**config.mk**
```make
export PLATFORM = sky130hd
export DESIGN_NAME = hpack_huffman_decoder
export DESIGN_NICKNAME = d
export VERILOG_FILES = /design/src/rtl/core/hpd_pkg.sv /design/src/rtl/core/hpd_front.sv /design/src/rtl/core/hpd_back.sv /design/src/rtl/core/hpack_huffman_decoder.sv
export SDC_FILE = /design/constraint.sdc
export NUM_CORES = 1
export LEC_CHECK = 0
export ABC_AREA = 1
export ABC_CLOCK_PERIOD_IN_PS = 7100
export BUFFER_PORTS_ARGS = -buffer_cell sky130_fd_sc_hd__clkbuf_2
export CAP_MARGIN = 20
export CORE_MARGIN = 2
export CORE_UTILIZATION = 30
export CTS_BUF_LIST = sky130_fd_sc_hd__clkbuf_2
export CTS_CLUSTER_DIAMETER = 120
export DETAILED_ROUTE_END_ITERATION = 10
export PLACE_DENSITY = 0.46
export SLEW_MARGIN = 20
export SYNTH_ARGS = -nofsm -noshare
export SYNTH_HDL_FRONTEND = slang
export SYNTH_HIERARCHICAL = 1
export SYNTH_SLANG_ARGS = --single-unit
```
**constraint.sdc**
```tcl
create_clock -name clk -period 7.1 [get_ports clk]
set_input_delay 2.13 -clock clk [delete_from_list [all_inputs] [get_ports clk]]
set_output_delay 2.13 -clock clk [all_outputs]
set_load 0.05 [all_outputs]
```
**src/rtl/core/hpd_pkg.sv**
```systemverilog
// ----------------------------------------------------------------------------
// hpd_pkg
// Types, status codes and canonical code tables for the HPACK Huffman decoder.
// ----------------------------------------------------------------------------
package hpd_pkg;

  typedef struct packed {
    logic [7:0] code_byte;
    logic       end_of_string;
  } in_item_t;

  typedef struct packed {
    logic [7:0] symbol;
    logic [1:0] status;
    logic       last;
  } out_item_t;

  typedef struct packed {
    logic     vld;
    in_item_t item;
  } fifo_head_t;

  localparam logic [1:0] ST_SYMBOL   = 2'd0;
  localparam logic [1:0] ST_END_OK   = 2'd1;
  localparam logic [1:0] ST_BAD_CODE = 2'd2;
  localparam logic [1:0] ST_BAD_PAD  = 2'd3;

  localparam int          CODE_W   = 30;
  localparam logic [4:0]  MAX_LEN  = 5'd30;
  localparam logic [4:0]  PAD_MAX  = 5'd7;

  typedef logic [CODE_W-1:0] code_tab_t [32];
  typedef logic [8:0]        base_tab_t [32];
  typedef logic [7:0]        sym_tab_t  [256];
  typedef logic [CODE_W-1:0] rom_code_t [256];
  typedef logic [4:0]        rom_len_t  [256];

  localparam rom_code_t ROM_CODE = '{
    30'h1ff8, 30'h7fffd8, 30'hfffffe2, 30'hfffffe3, 30'hfffffe4,
    30'hfffffe5, 30'hfffffe6, 30'hfffffe7, 30'hfffffe8, 30'hffffea,
    30'h3ffffffc, 30'hfffffe9, 30'hfffffea, 30'h3ffffffd, 30'hfffffeb,
    30'hfffffec, 30'hfffffed, 30'hfffffee, 30'hfffffef, 30'hffffff0,
    30'hffffff1, 30'hffffff2, 30'h3ffffffe, 30'hffffff3, 30'hffffff4,
    30'hffffff5, 30'hffffff6, 30'hffffff7, 30'hffffff8, 30'hffffff9,
    30'hffffffa, 30'hffffffb, 30'h14, 30'h3f8, 30'h3f9,
    30'hffa, 30'h1ff9, 30'h15, 30'hf8, 30'h7fa,
    30'h3fa, 30'h3fb, 30'hf9, 30'h7fb, 30'hfa,
    30'h16, 30'h17, 30'h18, 30'h0, 30'h1,
    30'h2, 30'h19, 30'h1a, 30'h1b, 30'h1c,
    30'h1d, 30'h1e, 30'h1f, 30'h5c, 30'hfb,
    30'h7ffc, 30'h20, 30'hffb, 30'h3fc, 30'h1ffa,
    30'h21, 30'h5d, 30'h5e, 30'h5f, 30'h60,
    30'h61, 30'h62, 30'h63, 30'h64, 30'h65,
    30'h66, 30'h67, 30'h68, 30'h69, 30'h6a,
    30'h6b, 30'h6c, 30'h6d, 30'h6e, 30'h6f,
    30'h70, 30'h71, 30'h72, 30'hfc, 30'h73,
    30'hfd, 30'h1ffb, 30'h7fff0, 30'h1ffc, 30'h3ffc,
    30'h22, 30'h7ffd, 30'h3, 30'h23, 30'h4,
    30'h24, 30'h5, 30'h25, 30'h26, 30'h27,
    30'h6, 30'h74, 30'h75, 30'h28, 30'h29,
    30'h2a, 30'h7, 30'h2b, 30'h76, 30'h2c,
    30'h8, 30'h9, 30'h2d, 30'h77, 30'h78,
    30'h79, 30'h7a, 30'h7b, 30'h7ffe, 30'h7fc,
    30'h3ffd, 30'h1ffd, 30'hffffffc, 30'hfffe6, 30'h3fffd2,
    30'hfffe7, 30'hfffe8, 30'h3fffd3, 30'h3fffd4, 30'h3fffd5,
    30'h7fffd9, 30'h3fffd6, 30'h7fffda, 30'h7fffdb, 30'h7fffdc,
    30'h7fffdd, 30'h7fffde, 30'hffffeb, 30'h7fffdf, 30'hffffec,
    30'hffffed, 30'h3fffd7, 30'h7fffe0, 30'hffffee, 30'h7fffe1,
    30'h7fffe2, 30'h7fffe3, 30'h7fffe4, 30'h1fffdc, 30'h3fffd8,
    30'h7fffe5, 30'h3fffd9, 30'h7fffe6, 30'h7fffe7, 30'hffffef,
    30'h3fffda, 30'h1fffdd, 30'hfffe9, 30'h3fffdb, 30'h3fffdc,
    30'h7fffe8, 30'h7fffe9, 30'h1fffde, 30'h7fffea, 30'h3fffdd,
    30'h3fffde, 30'hfffff0, 30'h1fffdf, 30'h3fffdf, 30'h7fffeb,
    30'h7fffec, 30'h1fffe0, 30'h1fffe1, 30'h3fffe0, 30'h1fffe2,
    30'h7fffed, 30'h3fffe1, 30'h7fffee, 30'h7fffef, 30'hfffea,
    30'h3fffe2, 30'h3fffe3, 30'h3fffe4, 30'h7ffff0, 30'h3fffe5,
    30'h3fffe6, 30'h7ffff1, 30'h3ffffe0, 30'h3ffffe1, 30'hfffeb,
    30'h7fff1, 30'h3fffe7, 30'h7ffff2, 30'h3fffe8, 30'h1ffffec,
    30'h3ffffe2, 30'h3ffffe3, 30'h3ffffe4, 30'h7ffffde, 30'h7ffffdf,
    30'h3ffffe5, 30'hfffff1, 30'h1ffffed, 30'h7fff2, 30'h1fffe3,
    30'h3ffffe6, 30'h7ffffe0, 30'h7ffffe1, 30'h3ffffe7, 30'h7ffffe2,
    30'hfffff2, 30'h1fffe4, 30'h1fffe5, 30'h3ffffe8, 30'h3ffffe9,
    30'hffffffd, 30'h7ffffe3, 30'h7ffffe4, 30'h7ffffe5, 30'hfffec,
    30'hfffff3, 30'hfffed, 30'h1fffe6, 30'h3fffe9, 30'h1fffe7,
    30'h1fffe8, 30'h7ffff3, 30'h3fffea, 30'h3fffeb, 30'h1ffffee,
    30'h1ffffef, 30'hfffff4, 30'hfffff5, 30'h3ffffea, 30'h7ffff4,
    30'h3ffffeb, 30'h7ffffe6, 30'h3ffffec, 30'h3ffffed, 30'h7ffffe7,
    30'h7ffffe8, 30'h7ffffe9, 30'h7ffffea, 30'h7ffffeb, 30'hffffffe,
    30'h7ffffec, 30'h7ffffed, 30'h7ffffee, 30'h7ffffef, 30'h7fffff0,
    30'h3ffffee
  };

  localparam rom_len_t ROM_LEN = '{
    5'd13, 5'd23, 5'd28, 5'd28, 5'd28, 5'd28, 5'd28, 5'd28, 5'd28, 5'd24,
    5'd30, 5'd28, 5'd28, 5'd30, 5'd28, 5'd28, 5'd28, 5'd28, 5'd28, 5'd28,
    5'd28, 5'd28, 5'd30, 5'd28, 5'd28, 5'd28, 5'd28, 5'd28, 5'd28, 5'd28,
    5'd28, 5'd28, 5'd6, 5'd10, 5'd10, 5'd12, 5'd13, 5'd6, 5'd8, 5'd11,
    5'd10, 5'd10, 5'd8, 5'd11, 5'd8, 5'd6, 5'd6, 5'd6, 5'd5, 5'd5,
    5'd5, 5'd6, 5'd6, 5'd6, 5'd6, 5'd6, 5'd6, 5'd6, 5'd7, 5'd8,
    5'd15, 5'd6, 5'd12, 5'd10, 5'd13, 5'd6, 5'd7, 5'd7, 5'd7, 5'd7,
    5'd7, 5'd7, 5'd7, 5'd7, 5'd7, 5'd7, 5'd7, 5'd7, 5'd7, 5'd7,
    5'd7, 5'd7, 5'd7, 5'd7, 5'd7, 5'd7, 5'd7, 5'd7, 5'd8, 5'd7,
    5'd8, 5'd13, 5'd19, 5'd13, 5'd14, 5'd6, 5'd15, 5'd5, 5'd6, 5'd5,
    5'd6, 5'd5, 5'd6, 5'd6, 5'd6, 5'd5, 5'd7, 5'd7, 5'd6, 5'd6,
    5'd6, 5'd5, 5'd6, 5'd7, 5'd6, 5'd5, 5'd5, 5'd6, 5'd7, 5'd7,
    5'd7, 5'd7, 5'd7, 5'd15, 5'd11, 5'd14, 5'd13, 5'd28, 5'd20, 5'd22,
    5'd20, 5'd20, 5'd22, 5'd22, 5'd22, 5'd23, 5'd22, 5'd23, 5'd23, 5'd23,
    5'd23, 5'd23, 5'd24, 5'd23, 5'd24, 5'd24, 5'd22, 5'd23, 5'd24, 5'd23,
    5'd23, 5'd23, 5'd23, 5'd21, 5'd22, 5'd23, 5'd22, 5'd23, 5'd23, 5'd24,
    5'd22, 5'd21, 5'd20, 5'd22, 5'd22, 5'd23, 5'd23, 5'd21, 5'd23, 5'd22,
    5'd22, 5'd24, 5'd21, 5'd22, 5'd23, 5'd23, 5'd21, 5'd21, 5'd22, 5'd21,
    5'd23, 5'd22, 5'd23, 5'd23, 5'd20, 5'd22, 5'd22, 5'd22, 5'd23, 5'd22,
    5'd22, 5'd23, 5'd26, 5'd26, 5'd20, 5'd19, 5'd22, 5'd23, 5'd22, 5'd25,
    5'd26, 5'd26, 5'd26, 5'd27, 5'd27, 5'd26, 5'd24, 5'd25, 5'd19, 5'd21,
    5'd26, 5'd27, 5'd27, 5'd26, 5'd27, 5'd24, 5'd21, 5'd21, 5'd26, 5'd26,
    5'd28, 5'd27, 5'd27, 5'd27, 5'd20, 5'd24, 5'd20, 5'd21, 5'd22, 5'd21,
    5'd21, 5'd23, 5'd22, 5'd22, 5'd25, 5'd25, 5'd24, 5'd24, 5'd26, 5'd23,
    5'd26, 5'd27, 5'd26, 5'd26, 5'd27, 5'd27, 5'd27, 5'd27, 5'd27, 5'd28,
    5'd27, 5'd27, 5'd27, 5'd27, 5'd27, 5'd26
  };

  // lowest code of each length; zero where a length has no codes
  function automatic code_tab_t calc_first();
    code_tab_t f;
    logic [31:0] seen;
    f = '{default: '0};
    seen = '0;
    for (int s = 0; s < 256; s++) begin
      if (!seen[ROM_LEN[s]] || ROM_CODE[s] < f[ROM_LEN[s]]) begin
        f[ROM_LEN[s]] = ROM_CODE[s];
      end
      seen[ROM_LEN[s]] = 1'b1;
    end
    return f;
  endfunction

  // one past the highest code of each length; equals first where none
  function automatic code_tab_t calc_limit();
    code_tab_t f;
    code_tab_t l;
    f = calc_first();
    l = f;
    for (int s = 0; s < 256; s++) begin
      l[ROM_LEN[s]] = l[ROM_LEN[s]] + 30'd1;
    end
    return l;
  endfunction

  // number of symbols with a shorter code
  function automatic base_tab_t calc_base();
    base_tab_t b;
    b = '{default: '0};
    for (int s = 0; s < 256; s++) begin
      for (int l = 0; l < 32; l++) begin
        if (l > int'(ROM_LEN[s])) begin
          b[l] = b[l] + 9'd1;
        end
      end
    end
    return b;
  endfunction

  function automatic sym_tab_t calc_sorted();
    sym_tab_t  t;
    code_tab_t f;
    base_tab_t b;
    logic [CODE_W-1:0] off;
    logic [8:0] idx;
    t = '{default: '0};
    f = calc_first();
    b = calc_base();
    for (int s = 0; s < 256; s++) begin
      off = ROM_CODE[s] - f[ROM_LEN[s]];
      idx = b[ROM_LEN[s]] + off[8:0];
      t[idx[7:0]] = s[7:0];
    end
    return t;
  endfunction

  localparam code_tab_t FIRST_CODE = calc_first();
  localparam code_tab_t LIMIT_CODE = calc_limit();
  localparam base_tab_t BASE_IDX   = calc_base();
  localparam sym_tab_t  SORTED_SYM = calc_sorted();

endpackage

```
**src/rtl/core/hpd_front.sv**
```systemverilog
// ----------------------------------------------------------------------------
// hpd_front
// Input beat acceptance and two-entry queue ahead of the bit decoder.
// ----------------------------------------------------------------------------
module hpd_front import hpd_pkg::*; (
  input  logic       clk,
  input  logic       rst_n,
  input  logic       in_valid,
  output logic       in_stall,
  input  in_item_t   in_item,
  output fifo_head_t head,
  input  logic       pop
);

  in_item_t   mem_r [2];
  logic       wr_ptr_r, wr_ptr_nxt;
  logic       rd_ptr_r, rd_ptr_nxt;
  logic [1:0] count_r, count_nxt;
  logic       push;
  logic       do_pop;

  assign in_stall  = (count_r == 2'd2);
  assign push      = in_valid && !in_stall;
  assign head.vld  = (count_r != 2'd0);
  assign head.item = mem_r[rd_ptr_r];
  assign do_pop    = pop && head.vld;

  always_comb begin
    wr_ptr_nxt = push ? ~wr_ptr_r : wr_ptr_r;
    rd_ptr_nxt = do_pop ? ~rd_ptr_r : rd_ptr_r;
    count_nxt  = count_r + {1'b0, push} - {1'b0, do_pop};
  end

  always_ff @(posedge clk) begin
    if (!rst_n) begin
      wr_ptr_r <= 1'b0;
      rd_ptr_r <= 1'b0;
      count_r  <= 2'd0;
    end else begin
      wr_ptr_r <= wr_ptr_nxt;
      rd_ptr_r <= rd_ptr_nxt;
      count_r  <= count_nxt;
    end
  end

  always_ff @(posedge clk) begin
    if (push) begin
      mem_r[wr_ptr_r] <= in_item;
    end
  end

endmodule

```
**src/rtl/core/hpd_back.sv**
```systemverilog
// ----------------------------------------------------------------------------
// hpd_back
// Bit-serial canonical Huffman matcher, end-of-string check and result output.
// ----------------------------------------------------------------------------
module hpd_back import hpd_pkg::*; (
  input  logic       clk,
  input  logic       rst_n,
  input  fifo_head_t head,
  output logic       pop,
  output logic       out_valid,
  input  logic       out_stall,
  output out_item_t  out_item
);

  logic              running_r, running_nxt;
  logic [7:0]        byte_r, byte_nxt;
  logic [2:0]        bit_cnt_r, bit_cnt_nxt;
  logic              eos_r, eos_nxt;
  logic [CODE_W-1:0] code_r, code_nxt;
  logic [4:0]        len_r, len_nxt;
  logic              err_r, err_nxt;
  logic              hold_vld_r, hold_vld_nxt;
  out_item_t         hold_r, hold_nxt;
  logic              out_vld_r, out_vld_nxt;
  out_item_t         out_r, out_nxt;

  logic [CODE_W-1:0] ncode, off, post_code, pad_mask;
  logic [4:0]        nlen, post_len;
  logic [7:0]        idx;
  logic              hit, bad, done, post_err;
  logic              r1_vld, r2_vld;
  out_item_t         r1, r2;
  out_item_t         lst [3];
  logic [1:0]        n;
  logic              out_free, push, feasible, step;

  assign out_free  = !out_vld_r || !out_stall;
  assign out_valid = out_vld_r;
  assign out_item  = out_r;

  // one decode step
  always_comb begin
    ncode     = {code_r[CODE_W-2:0], byte_r[7]};
    nlen      = len_r + 5'd1;
    hit       = (ncode >= FIRST_CODE[nlen]) && (ncode < LIMIT_CODE[nlen]);
    off       = ncode - FIRST_CODE[nlen];
    idx       = BASE_IDX[nlen][7:0] + off[7:0];
    bad       = !hit && (nlen == MAX_LEN);
    r1_vld    = 1'b0;
    r1        = '0;
    r2_vld    = 1'b0;
    r2        = '0;
    post_code = ncode;
    post_len  = nlen;
    post_err  = err_r;
    done      = 1'b0;
    if (err_r) begin
      post_code = code_r;
      post_len  = len_r;
      done      = 1'b1;
      if (eos_r) begin
        r2_vld    = 1'b1;
        r2.status = ST_BAD_CODE;
      end
    end else begin
      if (hit) begin
        r1_vld    = 1'b1;
        r1.symbol = SORTED_SYM[idx];
        r1.status = ST_SYMBOL;
        post_code = '0;
        post_len  = '0;
      end else if (bad) begin
        r1_vld    = 1'b1;
        r1.status = ST_BAD_CODE;
        post_code = '0;
        post_len  = '0;
        post_err  = 1'b1;
      end
      done = bad || (bit_cnt_r == 3'd7);
      if (done && eos_r && !bad) begin
        r2_vld = 1'b1;
        if (post_len == 5'd0) begin
          r2.status = ST_END_OK;
        end else if (post_len > PAD_MAX || post_code != pad_mask) begin
          r2.status = ST_BAD_PAD;
        end else begin
          r2.status = ST_END_OK;
        end
      end
    end
  end

  assign pad_mask = (30'd1 << post_len) - 30'd1;

  // results of this step queued behind the held one
  always_comb begin
    lst[0] = '0;
    lst[1] = '0;
    lst[2] = '0;
    n      = 2'd0;
    if (hold_vld_r) begin
      lst[n] = hold_r;
      n      = n + 2'd1;
    end
    if (running_r && r1_vld) begin
      lst[n] = r1;
      n      = n + 2'd1;
    end
    if (running_r && r2_vld) begin
      lst[n] = r2;
      n      = n + 2'd1;
    end
    if (running_r && done && n != 2'd0) begin
      lst[n - 2'd1].last = 1'b1;
    end
  end

  always_comb begin
    push         = out_free && (n != 2'd0) && (n >= 2'd2 || lst[0].last);
    feasible     = (n - {1'b0, push}) <= 2'd1;
    step         = running_r && feasible;
    hold_vld_nxt = hold_vld_r;
    hold_nxt     = hold_r;
    out_nxt      = out_r;
    out_vld_nxt  = out_vld_r && out_stall;
    if (step || !running_r) begin
      if (push) begin
        out_nxt     = lst[0];
        out_vld_nxt = 1'b1;
      end
      if ((n - {1'b0, push}) == 2'd1) begin
        hold_vld_nxt = 1'b1;
        hold_nxt     = lst[n - 2'd1];
      end else begin
        hold_vld_nxt = 1'b0;
      end
    end else if (out_free && hold_vld_r && (hold_r.last || n == 2'd3)) begin
      out_nxt      = hold_r;
      out_vld_nxt  = 1'b1;
      hold_vld_nxt = 1'b0;
    end
  end

  // decoder state and byte loading
  always_comb begin
    pop         = !running_r || (step && done);
    running_nxt = running_r;
    byte_nxt    = byte_r;
    bit_cnt_nxt = bit_cnt_r;
    eos_nxt     = eos_r;
    code_nxt    = code_r;
    len_nxt     = len_r;
    err_nxt     = err_r;
    if (step) begin
      byte_nxt    = {byte_r[6:0], 1'b0};
      bit_cnt_nxt = bit_cnt_r + 3'd1;
      code_nxt    = post_code;
      len_nxt     = post_len;
      err_nxt     = post_err;
      if (done && eos_r) begin
        code_nxt = '0;
        len_nxt  = '0;
        err_nxt  = 1'b0;
      end
    end
    if (pop) begin
      running_nxt = head.vld;
      byte_nxt    = head.item.code_byte;
      eos_nxt     = head.item.end_of_string;
      bit_cnt_nxt = 3'd0;
    end
  end

  always_ff @(posedge clk) begin
    if (!rst_n) begin
      running_r  <= 1'b0;
      code_r     <= '0;
      len_r      <= '0;
      err_r      <= 1'b0;
      hold_vld_r <= 1'b0;
      out_vld_r  <= 1'b0;
    end else begin
      running_r  <= running_nxt;
      code_r     <= code_nxt;
      len_r      <= len_nxt;
      err_r      <= err_nxt;
      hold_vld_r <= hold_vld_nxt;
      out_vld_r  <= out_vld_nxt;
    end
  end

  always_ff @(posedge clk) begin
    byte_r    <= byte_nxt;
    bit_cnt_r <= bit_cnt_nxt;
    eos_r     <= eos_nxt;
    hold_r    <= hold_nxt;
    out_r     <= out_nxt;
  end

endmodule

```
**src/rtl/core/hpack_huffman_decoder.sv**
```systemverilog
// ----------------------------------------------------------------------------
// hpack_huffman_decoder
// HPACK string literal Huffman decoder, one coded bit per clock when not stalled.
// ----------------------------------------------------------------------------
// Coded bytes enter a two-entry queue and are decoded one bit per cycle, most
// significant bit first, while out_stall does not hold results back; a byte
// after an error is dropped undecoded. The bit-serial matcher sets this rate.
// Each symbol comes out as a status 0 beat; the end byte of a string adds a
// status beat (1 clean, 2 invalid code, 3 bad padding), and last marks the
// final beat a byte causes. One held result plus an output register let
// decoding run on while a finished beat waits on out_stall.
module hpack_huffman_decoder import hpd_pkg::*; (
  input  logic      clk,
  input  logic      rst_n,
  input  logic      in_valid,
  output logic      in_stall,
  input  in_item_t  in_item,
  output logic      out_valid,
  input  logic      out_stall,
  output out_item_t out_item
);

  fifo_head_t head;
  logic       pop;

  hpd_front u_front (
    .clk      (clk),
    .rst_n    (rst_n),
    .in_valid (in_valid),
    .in_stall (in_stall),
    .in_item  (in_item),
    .head     (head),
    .pop      (pop)
  );

  hpd_back u_back (
    .clk       (clk),
    .rst_n     (rst_n),
    .head      (head),
    .pop       (pop),
    .out_valid (out_valid),
    .out_stall (out_stall),
    .out_item  (out_item)
  );

endmodule

```
==> results of run 1 <==
[stage by stage]
step | hold WS (ns) | std cells
floorplan | 0.4558 | 1607
global placement | 0.4912 | 2086
detailed placement | 0.4932 | 2086
CTS | 0.5224 | 2102
global route | 0.5494 | 2116
finish | 0.5165 | 2116
[cells by family (layout without fill, tap and decap cells)]
logic type	count (synthesis)	after routing	synth area share, %
AND/OR/NAND/NOR	735	736	30.50
AO/OA/AOI/OAI	360	360	21.55
buffers and inverters	287	333	10.73
flip-flops	95	95	22.34
adder cells (fa/ha/maj)	83	83	10.19
XOR/XNOR	30	30	2.583
multiplexers	17	17	2.104
other	0	1	0
[layout make-up]
type                            count  area share, %
Sequential cell                    95          20.07
Clock inverter                      7         0.7432
Timing Repair Buffer               94          5.590
Tap cell                          461          4.826
Clock buffer                        9         0.3768
Multi-Input combinational cell   1226          61.30
Antenna cell                        1        0.02094
Inverter                          223          7.076
[routing by layer]
layer  vias to the layer above  GRT usage [%]  part of all wire [%]
met5                         -              0                     0
met4                         0          6.731                   2.9
met3                        79          1.782                   5.5
met2                       401          33.06                    46
met1                      5272          28.67                    46
li1                       5543              -                     -
[worst max-delay path: cells and delay by family, from the launching register on]
kind,cells,cell delay (ns)
compound gates,7,1.30
fa+ha+maj,7,1.89
buf+inv,16,1.37
flops,1,0.40
simple gates,18,1.66
[sequential cells by signal, summed over array words and instances, names as in the netlist, named ones only]
register	cells
u_back/code_r	29
u_front/mem_r	18
u_back/hold_r	11
u_back/out_item	11
u_back/byte_r	8
u_back/len_r	5
u_back/bit_cnt_r	3
u_front/count_r	2
u_back/eos_r	1
u_back/err_r	1
u_back/hold_vld_r	1
u_back/out_valid	1
u_back/running_r	1
u_front/rd_ptr_r	1
u_front/wr_ptr_r	1
[cell usage after synthesis, drive strengths merged, types with 20 or more instances]
cell    instances  area (µm²)
edfxtp         49        1471
inv           215       809.5
buf            20       143.9
nand4          32       225.2
nand2         333        1315
a21oi         112       586.8
nand3         107       578.1
nor2          209       838.3
a211oi         40       400.4
o21ai         120       623.1
ha             76       950.9
nor3           34       175.2
clkbuf         44       165.2
dfxtp          46       920.9
[what timing repair did]
| action | in CTS | in global routing |
|---|---|---|
| endpoints found under the setup margin | 0 | 60 |
| buffers inserted | 0 | 12 |
| gates resized for setup | 0 | 40 |
| hold endpoints to repair | 0 | 0 |
[path summary, 6_finish.rpt]
kind | startpoint | endpoint | slack, ns | cells past startpoint
hold reg to reg | u_back/code_r[16]$_SDFFE_PN0P_ | u_back/code_r[16]$_SDFFE_PN0P_ | 0.52 | 2
setup / recovery | u_back/len_r[0]$_SDFFE_PN0P_ | u_front/count_r[1]$_SDFF_PN0_ | 0.40 | 48
hold / removal | u_back/code_r[16]$_SDFFE_PN0P_ | u_back/code_r[16]$_SDFFE_PN0P_ | 0.52 | 2
setup reg to reg | u_back/len_r[0]$_SDFFE_PN0P_ | u_front/count_r[1]$_SDFF_PN0_ | 0.40 | 48
==> flow_summary.yaml, run 1 <==
layout:
  seq_area_um2: 2399
  final_util_pct: 33.77
  filler_cell_count: 3899
  multi_input_area_um2: 7327
  drive_gt1_share_pct: 14.69
  syn_to_final_growth_pct: 11.64
  final_area_um2: 11950
  layout_common_cells: "nand2_1, inv_1, nor2_1"
  nets: 1745
  final_common_cell: "nand2_1"
synth:
  ys.warnings.count: 6
  synth-async-reset-ratio_pct: 0
  synthFlopType: "edfxtp_1"
  ys_seq_area_share_pct: 22.34
  synth-seq-cells: 95
  synth-edff-count: 49
  synth_area_per_cell_um2: 6.662
  ys_types: 72
  netlist_area_um2: 10710
  syn_inst: 1607
  syn-num-nets: 1703
clocking:
  cts_buffer_depth: 2
  cts_buffers: 9
  clkTransAtPathRegs_ns: 0.31
  cts.sinks: 95
  cts_tree: "built"
  holdBufCountCts: 0
  htreeDepth: 3
  cts-root-buf: "clkbuf_2"
  clkLatencyLatePin_ns: 0.63
critical_path:
  crit_path_end_kind: "register"
  cp-start-kind: "register"
  worst_ep_arrival_time_ns: 7.25
  critPathKind: "register to register"
  max_stage_delay_ns: 0.47
  crit_required_ns: 7.65
  path_max_fanout: 12
  crit_top_cell: "inv_1"
  worst_path_max_delay_cell: "fa_1"
routing:
  antenna_left: 0
  wirelength_um: 37990
  drc: 0
  viasPerCell: 5.338
  via_count: 11295
  post_drt_wl_per_cell_um: 17.95
  first_pass_iters: 5
  drtIter0Drc: 1036
placed_design:
  dpl_cell_area_um2: 11560
  hpwlAfterDp_um: 29200
  gp_congestion: 0.9497
  place_ws_ns: 0.1660
  portBuffers: 25
global_route:
  track_usage_pct: 20.46
  grt_pass1_wl_um: 59840
  grt-ovfl-total: 0
  antenna_found_initial: 1
  first_global_vias: 10533
  grt_max_degree: 59
sta:
  setup_tns_ns: 0
  setup_slack_ns: 0.3981
  max_freq_mhz: 149.2
  worst_pin_slew_ns: 0.8843
  finalHoldViolCount: 0
  slew_headroom_pct: 40.83
  setup_violations: 0
  finClkSkew_ns: 0.04509
  min_period_ns: 6.702
  fin_crit_sh_pct: 94.39
  finalMaxSlewViolations: 0
floorplanning:
  dieHeight_um: 192.9
  die-area_um2: 37220
  die_w_um: 192.9
  core.rowCount: 69
  ios: 26
  start_util_pct: 30.25
  core_area_um2: 35400
hold_path:
  hold_path.class: "register to register"
status:
  outcome: "complete, no violations"
job:
  drv_cap: 0
Power of run 1 is left out: the tool's default activity adds up to more than one toggle a clock period on the data nets, which glitch-free logic cannot reach.
==> run 2: changes to the inputs <==
--- a/config.mk
+++ b/config.mk
@@ -9,12 +9,14 @@
 export ABC_CLOCK_PERIOD_IN_PS = 7100
 export BUFFER_PORTS_ARGS = -buffer_cell sky130_fd_sc_hd__clkbuf_2
 export CAP_MARGIN = 20
+export CELL_PAD_IN_SITES_DETAIL_PLACEMENT = 0
+export CELL_PAD_IN_SITES_GLOBAL_PLACEMENT = 2
 export CORE_MARGIN = 2
 export CORE_UTILIZATION = 30
 export CTS_BUF_LIST = sky130_fd_sc_hd__clkbuf_2
 export CTS_CLUSTER_DIAMETER = 120
 export DETAILED_ROUTE_END_ITERATION = 10
-export PLACE_DENSITY = 0.46
+export PLACE_DENSITY = 0.72
 export SLEW_MARGIN = 20
 export SYNTH_ARGS = -nofsm -noshare
 export SYNTH_HDL_FRONTEND = slang
==> constraint.sdc (replaced) <==
create_clock -name clk -period 7.1 [get_ports clk]
set_input_delay 0.71 -clock clk [delete_from_list [all_inputs] [get_ports clk]]
set_output_delay 0.71 -clock clk [all_outputs]
set_load 0.05 [all_outputs]
==> run 2 against run 1 <==
- wire length is 2.2% higher
- die area stayed put
- worst hold slack worse by 0.23 ns
==> flow_summary.yaml, run 2 (synthesis gave the netlist of run 1 again) <==
routing:
  drc: 0
  first_pass_iters: 5
  viasPerCell: 5.341
  wirelength_um: 38820
  via_count: 11307
  antenna_left: 0
  post_drt_wl_per_cell_um: 18.34
  drtIter0Drc: 873
placed_design:
  hpwlAfterDp_um: 30030
  place_ws_ns: 0.1565
  gp_congestion: 0.9582
  portBuffers: 25
job:
  drv_cap: 0
sta:
  setup_violations: 0
  fin_crit_sh_pct: 92.74
  finClkSkew_ns: 0.05093
  finalMaxSlewViolations: 0
  min_period_ns: 6.585
  worst_pin_slew_ns: 0.9191
  slew_headroom_pct: 38.50
  finalHoldViolCount: 0
  max_freq_mhz: 151.9
  setup_slack_ns: 0.5151
global_route:
  grt-ovfl-total: 0
  grt_max_degree: 59
  first_global_vias: 10678
  antenna_found_initial: 1
  grt_pass1_wl_um: 60360
  track_usage_pct: 20.72
critical_path:
  critPathKind: "register to register"
  max_stage_delay_ns: 0.59
  crit_top_cell: "nand2_1"
  crit_required_ns: 7.63
  worst_ep_arrival_time_ns: 7.12
  worst_path_max_delay_cell: "fa_2"
  path_max_fanout: 7
  crit_path_end_kind: "register"
  cp-start-kind: "register"
floorplanning:
  die-area_um2: 37220
  die_w_um: 192.9
  ios: 26
  start_util_pct: 30.25
  dieHeight_um: 192.9
  core.rowCount: 69
  core_area_um2: 35400
layout:
  largest_register_ff_count: 29
  nets: 1746
  syn_to_final_growth_pct: 11.83
  final_common_cell: "nand2_1"
  layout_common_cells: "nand2_1, inv_1, nor2_1"
  drive_gt1_share_pct: 15.05
  top_regs: "u_back/code_r (29), u_front/mem_r (18)"
  filler_cell_count: 3984
  largest-register: "u_back/code_r"
clocking:
  htreeDepth: 3
  clkLatencyLatePin_ns: 0.62
  holdBufCountCts: 0
  cts-root-buf: "clkbuf_2"
  cts_buffer_depth: 2
  cts_buffers: 9
  clkTransAtPathRegs_ns: 0.29
  cts.sinks: 95
  cts_tree: "built"
hold_path:
  hold_path.class: "primary input to register"
status:
  outcome: "complete, no violations"
[run 2: worst max-delay path: cells and delay by family, from the launching register on]
family	cells	cell delay (ns)
simple gates	23	2.18
fa+ha+maj	7	1.86
compound gates	5	0.82
flops	1	0.40
buf+inv	15	1.27
[run 2: layer usage]
layer	part of all wire, %	wire, µm	GRT usage [%]
met1	47	18090	29.31
met2	46	17910	33.87
met3	5.4	2092	1.982
met4	1.9	724	4.983
met5	0	0	0
[run 2: layout make-up]
class,instances,area [µm²],share of cell area [%]
Clock inverter,7,83.83,0.7002
Tap cell,461,576.8,4.818
Clock buffer,9,45.04,0.3762
Sequential cell,95,2396,20.01
Inverter,223,849.6,7.096
Antenna cell,1,2.502,0.02090
Timing Repair inverter,2,10.01,0.08360
Timing Repair Buffer,94,671.9,5.612
Multi-Input combinational cell,1225,7337,61.28
[run 2: metrics by stage]
| stage | utilization [%] | TNS (ns) | hold WS (ns) | cell area (µm²) | cells |
|---|---|---|---|---|---|
| after CTS | 33.01 | 0 | 0.2247 | 11680 | 2103 |
| after detailed placement | 32.64 | 0 | 0.4893 | 11550 | 2087 |
| after floorplan | - | 0 | 0.4558 | 10710 | 1607 |
| final | 33.82 | 0 | 0.2846 | 11970 | 2117 |
| after global placement | 32.64 | 0 | 0.4920 | 11550 | 2087 |
| after global routing | 33.82 | -0.05280 | 0.2041 | 11970 | 2117 |
[run 2: worst paths after layout]
kind / endpoint / slack [ns] / cells past startpoint / startpoint
worst max-delay path: u_front/count_r[1]$_SDFF_PN0_ / 0.52 / 50 / u_back/len_r[0]$_SDFFE_PN0P_
worst min-delay path: u_front/mem_r[1][4]$_DFFE_PP_ / 0.28 / 1 / in_item[4]
worst max register to register: u_front/count_r[1]$_SDFF_PN0_ / 0.52 / 50 / u_back/len_r[0]$_SDFFE_PN0P_
worst min register to register: u_back/code_r[17]$_SDFFE_PN0P_ / 0.52 / 2 / u_back/code_r[17]$_SDFFE_PN0P_
[run 2: what timing repair did]
item,in CTS,in global routing
gates resized for setup,0,53
buffers inserted,0,11
endpoints found under the hold margin,0,0
setup endpoints to repair,0,60
Power of run 2 is left out for the same reason.
==> run 3: changes to the inputs <==
--- a/config.mk
+++ b/config.mk
@@ -5,7 +5,6 @@
 export SDC_FILE = /design/constraint.sdc
 export NUM_CORES = 1
 export LEC_CHECK = 0
-export ABC_AREA = 1
 export ABC_CLOCK_PERIOD_IN_PS = 7100
 export BUFFER_PORTS_ARGS = -buffer_cell sky130_fd_sc_hd__clkbuf_2
 export CAP_MARGIN = 20
@@ -16,7 +15,7 @@
 export CTS_BUF_LIST = sky130_fd_sc_hd__clkbuf_2
 export CTS_CLUSTER_DIAMETER = 120
 export DETAILED_ROUTE_END_ITERATION = 10
-export PLACE_DENSITY = 0.72
+export PLACE_DENSITY = 0.69
 export SLEW_MARGIN = 20
 export SYNTH_ARGS = -nofsm -noshare
 export SYNTH_HDL_FRONTEND = slang
==> run 3 against run 2 <==
- count of clock-buffer cells in the layout is the same
- critical path depth down 17
- worst hold slack got worse by 0.038 ns
- via count up 0.64%
- global-route usage increased by 1.9 points
- maximum frequency shrank 3.9%
- final cell count down 10%
- area after synthesis hardly changed
- synthesized cell count fell by 12%
- critical path type unchanged
- critical endpoint unchanged
==> flow_summary.yaml, run 3 <==
status:
  outcome: "complete, no violations"
clocking:
  cts_buffers: 9
  clkLatencyLatePin_ns: 0.64
  cts-root-buf: "clkbuf_2"
  clkTransAtPathRegs_ns: 0.32
  cts.sinks: 95
  cts_buffer_depth: 2
  htreeDepth: 3
  cts_tree: "built"
sta:
  holdWs_ns: 0.2468
  setup_tns_ns: 0
  finalMaxSlewViolations: 0
  finClkSkew_ns: 0.04203
  min_period_ns: 6.853
  fin_crit_sh_pct: 96.52
  slew_headroom_pct: 39.64
  max_freq_mhz: 145.9
  setup_violations: 0
  finalHoldViolCount: 0
  worst_pin_slew_ns: 0.9045
  rsz0062_at_grt: "true"
power:
  switching_share_pct: 56.12
  seq_power_share_pct: 15.1
  p_per_area_nw_per_um2: 411.2
  irDropWorstVdd_v: 0.0004634
  p_leak_uw: 0.004401
  p_int_uw: 2189
  p_comb_share_pct: 79.4
  p_clk_share_pct: 5.5
  power_switching_uw: 2800
layout:
  syn_to_final_growth_pct: 13.31
  final_util_pct: 34.28
  layout_common_cells: "nand2_1, a21oi_1, nor2_1"
  drive_gt1_share_pct: 17.45
  nets: 1529
  largest-register: "u_back/code_r"
  instances_no_fill: 1900
  top_regs: "u_back/code_r (29), u_front/mem_r (18)"
  final_common_cell: "nand2_1"
  largest_register_ff_count: 29
critical_path:
  crit_required_ns: 7.69
  path_max_fanout: 6
  critPathKind: "register to register"
  cpLargestDelayFamily: "simple AND/OR/NAND/NOR gates"
  crit_buf_inv: 4
  cp-start-kind: "register"
  crit_path_end_kind: "register"
  worst_path_max_delay_cell: "or4_4"
  worst_ep_arrival_time_ns: 7.44
  max_stage_delay_ns: 0.55
synth:
  ys_seq_area_share_pct: 22.34
  synth_area_leader_cell: "edfxtp_1"
  synth_area_per_cell_um2: 7.589
  synth-edff-count: 49
  synth_most_common_cell: "nand2_1"
  syn-num-nets: 1507
  ys_types: 94
  syn_inst: 1411
  synth-async-reset-ratio_pct: 0
  synth-seq-cells: 95
  synthFlopType: "edfxtp_1"
  synth_top_area_share_pct: 13.74
  yosys-top-cells-count: "nand2_1, a21oi_1, nor2_1"
  synth_area_leaders: "edfxtp_1, ha_1, dfxtp_1"
  netlist_area_um2: 10710
  ys.warnings.count: 6
floorplanning:
  dieHeight_um: 192.9
  ios: 26
  die_w_um: 192.9
  core_area_um2: 35400
  start_util_pct: 30.25
  core.rowCount: 69
  die-area_um2: 37220
placed_design:
  gp_congestion: 0.9214
  placed_cells: 1871
  portBuffers: 25
  hpwlAfterDp_um: 31210
global_route:
  first_global_vias: 10626
  grt_max_degree: 46
  grt_pass1_wl_um: 65140
  track_usage_pct: 22.67
  grt-ovfl-total: 0
  antenna_found_initial: 1
job:
  drv_cap: 0
routing:
  via_count: 11379
  wirelength_um: 42470
  post_drt_wl_per_cell_um: 22.35
  viasPerCell: 5.989
  antenna_left: 0
  drtIter0Drc: 979
  first_pass_iters: 5
  drc: 0
hold_path:
  hold_path.class: "primary input to register"
run 3: cell types whose count changed in the layout (fill, tap and decap cells not counted), sizes merged, moves of 16 or more:
cell     change
a31oi       +16
nand3       -63
inv        -158
o21ai       -30
o2111ai     +25
a21oi       +17
buf         +36
nor2        -84
a211oi      -16
and2        +16
nand2      -166
run 3: final timing paths:
check	start	endpoint	slack, ns	cells after the start
setup / recovery	u_back/len_r[1]$_SDFFE_PN0P_	u_front/count_r[1]$_SDFF_PN0_	0.25	33
hold reg to reg	u_back/bit_cnt_r[1]$_SDFFE_PN0P_	u_back/bit_cnt_r[1]$_SDFFE_PN0P_	0.49	2
setup reg to reg	u_back/len_r[1]$_SDFFE_PN0P_	u_front/count_r[1]$_SDFF_PN0_	0.25	33
hold / removal	in_item[4]	u_front/mem_r[1][4]$_DFFE_PP_	0.25	1
run 3: per-stage QoR:
| step | cell area, µm² | setup slack (ns) | total power [µW] |
|---|---|---|---|
| 2_1_floorplan | 10880 | 0.02248 | 3432 |
| 3_3_place_gp | 11790 | 0.1047 | 4647 |
| 3_5_place_dp | 11790 | 0.08445 | 4579 |
| 4_1_cts | 11890 | 0.001029 | 4873 |
| 5_1_grt | 12130 | -0.05643 | 5360 |
| 6_report | 12130 | 0.2470 | 4989 |
run 3: metal layers:
metal | global-route usage [%] | vias to the layer above | part of all wire, %
met4 | 7.517 | 0 | 2.6
met5 | 0 | - | 0
met2 | 35.19 | 436 | 45
li1 | - | 5385 | -
met3 | 2.837 | 67 | 6.2
met1 | 32.39 | 5491 | 46
run 3: worst register-to-register path: cells and delay by family, from the launching register on:
family          cells  cell delay (ns)
compound gates      8             1.51
xor+xnor            1             0.15
fa+ha+maj           8             2.01
buf+inv             4             0.24
flops               1             0.47
simple gates       12             2.43
run 3: what timing repair did:
item	CTS	global route
hold buffers	0	0
gates resized for setup	0	36
endpoints found under the hold margin	0	0
setup buffers	0	12
setup endpoints to repair	0	77
run 3: logic make-up after synthesis:
group / share of synthesized area (%)
muxes: 3.891
DFF: 22.34
adders and majority gates: 10.28
xor gates and xnor gates: 2.910
AOI/OAI and AO/OA: 31.28
buffers and inverters: 7.198
and+or+nand+nor: 22.10
run 3: cell type report:
cell class | instances | area (µm²)
tap | 461 | 576.8
timing repair buffer | 130 | 949.7
inverter | 57 | 215.2
multi-input combinational | 1140 | 7881
antenna | 1 | 2.502
fill | 3800 | 23260
sequential | 95 | 2401
clock inverter | 7 | 61.31
clock buffer | 9 | 45.04
run 3: power groups by stage:
stage	Combinational (µW)	Clock, µW	Sequential, µW
after floorplan	2710	0	720
after global placement	3880	0	768
after detailed placement	3810	0	769
after CTS	3830	288	757
after global routing	4290	303	765
final	3960	274	754
Power figures use the tool's default switching activity.
